$ cat config.mk
export PLATFORM = sky130hd
export DESIGN_NAME = pcq_ctrl
export DESIGN_NICKNAME = d
export VERILOG_FILES = /design/src/sv/pcq_pkg.sv /design/src/sv/pcq_ctrl.sv
export SDC_FILE = /design/constraint.sdc
export NUM_CORES = 1
export LEC_CHECK = 0
export ABC_CLOCK_PERIOD_IN_PS = 1800
export BUFFER_PORTS_ARGS = -buffer_cell sky130_fd_sc_hd__buf_2
export CORE_AREA = 2 2 39 41
export DETAILED_ROUTE_END_ITERATION = 16
export DIE_AREA = 0 0 41 43
export GPL_TIMING_DRIVEN = 0
export PLACE_DENSITY = 0.54
export SYNTH_ARGS = -nofsm -noshare
export SYNTH_HDL_FRONTEND = slang
export SYNTH_SLANG_ARGS = --single-unit
$ cat constraint.sdc
create_clock -name clk -period 1.8 [get_ports clk]
set_clock_uncertainty 0.05 [all_clocks]
set_input_delay 0.36 -clock clk [delete_from_list [all_inputs] [get_ports clk]]
set_output_delay 0.36 -clock clk [all_outputs]
set_load 0.005 [all_outputs]
$ cat src/sv/pcq_pkg.sv
// Shared types and constants for the palette color quantizer.
package pcq_pkg;

  localparam logic [8:0] ALPHA_RESET       = 9'd128;
  localparam logic [7:0] TRANSPARENT_INDEX = 8'd255;

  typedef enum logic [2:0] {
    ST_IDLE,
    ST_CHECK,
    ST_MATCH,
    ST_NEAR,
    ST_DONE
  } pcq_state_t;

  typedef enum logic [1:0] {
    RES_TRANSP,
    RES_HIT,
    RES_ADD,
    RES_NEAR
  } pcq_res_sel_t;

  typedef struct packed {
    logic         load;
    logic         scan_start;
    logic         scan_near;
    logic         res_load;
    pcq_res_sel_t res_sel;
    logic         push;
  } pcq_cmd_t;

  typedef struct packed {
    logic transp;
    logic hit;
    logic scan_done;
    logic full;
    logic out_stall;
  } pcq_status_t;

endpackage

$ cat src/sv/pcq_ctrl.sv
// Controller state machine that sequences the palette searches.
module pcq_ctrl (
  input  logic                clk,
  input  logic                rst,
  input  logic                in_valid,
  output logic                in_ready,
  input  pcq_pkg::pcq_status_t status,
  output pcq_pkg::pcq_cmd_t    cmd
);
  import pcq_pkg::*;

  pcq_state_t state;
  pcq_state_t state_next;

  always_ff @(posedge clk) begin
    if (rst) begin
      state <= ST_IDLE;
    end else begin
      state <= state_next;
    end
  end

  always_comb begin
    state_next = state;
    unique case (state)
      ST_IDLE: begin
        if (in_valid) state_next = ST_CHECK;
      end
      ST_CHECK: begin
        state_next = status.transp ? ST_DONE : ST_MATCH;
      end
      ST_MATCH: begin
        if (status.hit) begin
          state_next = ST_DONE;
        end else if (status.scan_done) begin
          state_next = status.full ? ST_NEAR : ST_DONE;
        end
      end
      ST_NEAR: begin
        if (status.scan_done) state_next = ST_DONE;
      end
      ST_DONE: begin
        if (!status.out_stall) state_next = ST_IDLE;
      end
      default: state_next = ST_IDLE;
    endcase
  end

  always_comb begin
    in_ready       = 1'b0;
    cmd            = '0;
    cmd.res_sel    = RES_TRANSP;
    unique case (state)
      ST_IDLE: begin
        in_ready = 1'b1;
        cmd.load = in_valid;
      end
      ST_CHECK: begin
        if (status.transp) begin
          cmd.res_load = 1'b1;
          cmd.res_sel  = RES_TRANSP;
        end else begin
          cmd.scan_start = 1'b1;
        end
      end
      ST_MATCH: begin
        if (status.hit) begin
          cmd.res_load = 1'b1;
          cmd.res_sel  = RES_HIT;
        end else if (status.scan_done) begin
          if (status.full) begin
            cmd.scan_start = 1'b1;
            cmd.scan_near  = 1'b1;
          end else begin
            cmd.res_load = 1'b1;
            cmd.res_sel  = RES_ADD;
          end
        end
      end
      ST_NEAR: begin
        if (status.scan_done) begin
          cmd.res_load = 1'b1;
          cmd.res_sel  = RES_NEAR;
        end
      end
      ST_DONE: begin
        cmd.push = !status.out_stall;
      end
      default: begin
        in_ready = 1'b0;
      end
    endcase
  end

endmodule

==> key figures <==
Clocking
  – CTS Hold Buffers Added: 0
  – Number of buffers created by CTS: 3
  – Buffer levels on the longest clock path: 2
  – H-tree depth: 1
  – CTS clock-pin slew for the worst setup and hold paths: 0.04 ns
  – Clock root buffer: clkbuf_4
  – Number of sinks driven by the clock tree: 3
  – Clock latency at the later pin of the worst-skew pair: 0.23 ns
  – Clock tree from TritonCTS: built

Timing
  – Transition time of the tightest slew-check pin: 0.2551 ns
  – Number of hold-slack violations in the final timing report: 0
  – Clock period minus final worst setup slack: approximately 1.7 ns
  – Achievable frequency: a little under 600 MHz
  – Max-slew headroom at the worst pin: 82.96%
  – Number of slew-limit violations in the final report: 0
  – Sum of negative setup slack: 0 ns
  – Period Utilization, post-route: 94.85%
  – Setup repair after global routing missed its margin: false
  – Final count of negative-setup-slack endpoints: 0

Global routing
  – Largest net degree at the start of global routing: 11
  – GRT Util Overall: 10.23%
  – Remaining Overflow, GRT: 0
  – Number of global-route vias before repair: 300
  – Number of antenna violations at the first check in global routing: 0
  – Wire length of the first global-routing pass: 1262 um

Synth
  – Biggest area contributors in the synthesized netlist: dfxtp_1 (18%), buf_6 (10%), nor3b_1 (6.6%), a21oi_1 (5.9%), mux2i_1 (5.9%)
  – Post-Synthesis Cell Area: 339.1 um^2
  – Proportion of netlist area held by the largest area contributor: 17.71%
  – Post-Synthesis Mean Instance Area: ~8 um^2
  – Cells after synthesis: 43
  – Share of async-settable or async-resettable flops after synthesis: 0%
  – Most frequently used flop master after synthesis: dfxtp_1
  – Sequential-to-total area share from yosys stat: approximately 18%
  – Most instantiated cells after synthesis: nor2_1 (5), a21oi_1 (4), buf_6 (3), dfxtp_1 (3), nor3b_1 (3)
  – Yosys warnings: 0
  – Count of flip-flops with a built-in enable after synthesis: 0
  – #FFs+latches synth: 3
  – Number of distinct library cell variants in the gate-level netlist after synthesis: 24
  – Post-synthesis cell type with the largest combined area: dfxtp_1
  – Synthesized netlist net count: 51
  – Cell with the most instances after synthesis: nor2_1

Pwr
  – Internal power: 224.5 uW
  – Net switching share of the total power: roughly a third
  – Overall power of the completed layout: 327.8 uW
  – Worst voltage drop across the vdd grid: 330.0 uV
  – PD cells: around 700 nW/um^2
  – Leakage power total: 0.2115 nW
  – Proportion of power drawn by the clock network: a little over a third
  – Part of the power in registers: between 20% and 30%
  – Net Sw Power: 103.3 uW
  – Logic gate share of total power: 39.1%

Worst setup path
  – WP data required: 1.39 ns
  – Crit path capture type: output pin
  – Capturing point of the worst reg2reg path: state[1]
  – Cell family with most CP delay: flip-flops
  – Startpoint Class: flop
  – Critical Path Slowest Stage Cell: dfxtp_1
  – Critical path class: reg -> out
  – Reg-to-reg setup timing slack: 0.60 ns
  – Maximum fanout count along the critical path: 10
  – Endpoint arrival time on the critical path: 1.30 ns
  – Crit path buffers/inverters: 2
  – Worst stage delay on the critical path: between 0.3 and 0.4 ns
  – CP Depth: 5
  – Reg2reg start: state[1]
  – Worst reg-to-reg path cell count: 4
  – CP Cell Sequence: buf_6, nand3b_1, a21oi_1, or2_1, buf_2

Floorplan
  – Standard cell core area: 1384 um^2
  – Area of the die: 1763 um^2
  – Initial core utilization: 24.50%
  – Horizontal die dimension: 41 um
  – Die span in y: 43 um
  – I/O pins: 16
  – Core Rows: 14

Placed design
  – Count of buffers inserted at the top-level ports: 15
  – Cell total after placement: 74
  – Final weighted congestion in routability-driven placement: 0.7314

Drt
  – Number of DRC markers in iteration 0: 5
  – Drt total wl: 822 um
  – Total via count in the routed design: 371
  – Average routed wire per standard cell: 10.54 um
  – Residual antenna-violating net count after detailed routing: 0
  – Pre-antenna DRT Iters: 2
  – Vias per cell: 4.756
  – Drc violations: 0

Final layout
  – Area of the multi-input gates: 242.7 um^2
  – Registers with the most flip-flops: state x3
  – Final instance count without filler cells: 78
  – Number of filler cells placed in the layout: between 150 and 200
  – Ratio of cells with drive above 1 in the final layout: 41.94%
  – Antenna fix cells: 0
  – Util after Layout: between 30% and 40%
  – Layout Area Growth over Synthesis: 37.64%
  – Max FFs per register: 3
  – Nets: 71
  – Top reg by flops: state
  – Combined flip-flop and latch cell area: between 60 and 70 um^2

Job
  – Total of max-cap violations: 0

Min path
  – Hold path cells: 2
  – Source of the worst hold timing path: rst
  – Worst Hold End: state[2]
  – Class of the tightest hold or removal check: in -> reg

Status
  – Run status: completed
[worst max-delay path by stage]
stage / start / end / slack (ns)
2_1_floorplan: status[3] / cmd[5] / 0.47
3_3_place_gp: status[3] / cmd[5] / 0.19
3_5_place_dp: status[3] / cmd[5] / 0.22
4_1_cts: state[0] / cmd[3] / 0.07
5_1_grt: state[1] / cmd[3] / 0.04
6_report: state[1] / cmd[3] / 0.09
[layer usage]
layer  routed length (um)  vias to the layer above  track usage [%]
met2                  373                       12            15.00
met4                    0                        0            2.000
met1                  374                      165            14.42
li1                     -                      194                -
met5                    0                        -                0
met3                   74                        0            3.141
[power groups by stage]
stage               Combinational, mW  Sequential (mW)  Clock, mW
floorplan                      0.0875           0.0820          0
global placement                0.128           0.0832          0
detailed placement              0.127           0.0833          0
CTS                             0.127           0.0827      0.121
global route                    0.143           0.0846      0.128
finish                          0.128           0.0835      0.116
[worst reg2reg max path: stages, from the launching register on]
cell and delay, ns:
dfxtp_1 0.37, buf_6 0.16, mux2i_1 0.19, a32oi_1 0.08
nor4_1 0.25
[cell usage in the layout, fill, tap and decap left out]
master and count:
a2111oi_2 1, a21o_1 1, a21oi_1 4, a311oi_1 1, a32oi_1 1, and2_1 1, and3b_1 1, buf_2 15
buf_6 3, clkbuf_1 1, clkbuf_4 3, dfxtp_1 2, dfxtp_2 1, inv_1 2, mux2i_1 2, nand2_1 2
nand2b_1 1, nand2b_4 1, nand3b_1 1, nand4bb_1 1, nor2_1 5, nor2b_1 2, nor3_1 2, nor3_2 1
nor3b_1 2, nor3b_2 1, nor4_1 1, o21ai_0 2, or2_1 1
[layout make-up]
class / instances / area share, %
Buffer: 3 / 7.239
Timing Repair Buffer: 15 / 16.09
Clock buffer: 4 / 5.630
Inverter: 2 / 1.609
Multi-Input combinational cell: 35 / 52.01
Sequential cell: 3 / 13.14
Tap cell: 16 / 4.290
[through the flow]
| step | worst slack [ns] | hold WS (ns) | cell area [um^2] |
|---|---|---|---|
| floorplan | 0.4698 | 0.3824 | 339.1 |
| global placement | 0.1903 | 0.5122 | 434.2 |
| detailed placement | 0.2163 | 0.5155 | 434.2 |
| CTS | 0.06617 | 0.2963 | 460.4 |
| global route | 0.03616 | 0.3040 | 466.7 |
| finish | 0.09265 | 0.3042 | 466.7 |
[timing repair]
action / CTS / global route
setup buffers: 0 / 0
resized for setup: 0 / 2
setup endpoints to repair: 0 / 2
[kinds of logic (layout without fill, tap and decap cells)]
group / after synthesis / after routing / share of synthesized area (%)
flip-flops: 3 / 3 / 17.71
AND/OR/NAND/NOR: 23 / 23 / 43.55
multiplexers: 2 / 2 / 5.904
buffers and inverters: 5 / 24 / 12.18
AO/OA/AOI/OAI: 10 / 10 / 20.67
Power figures use the tool's default switching activity.
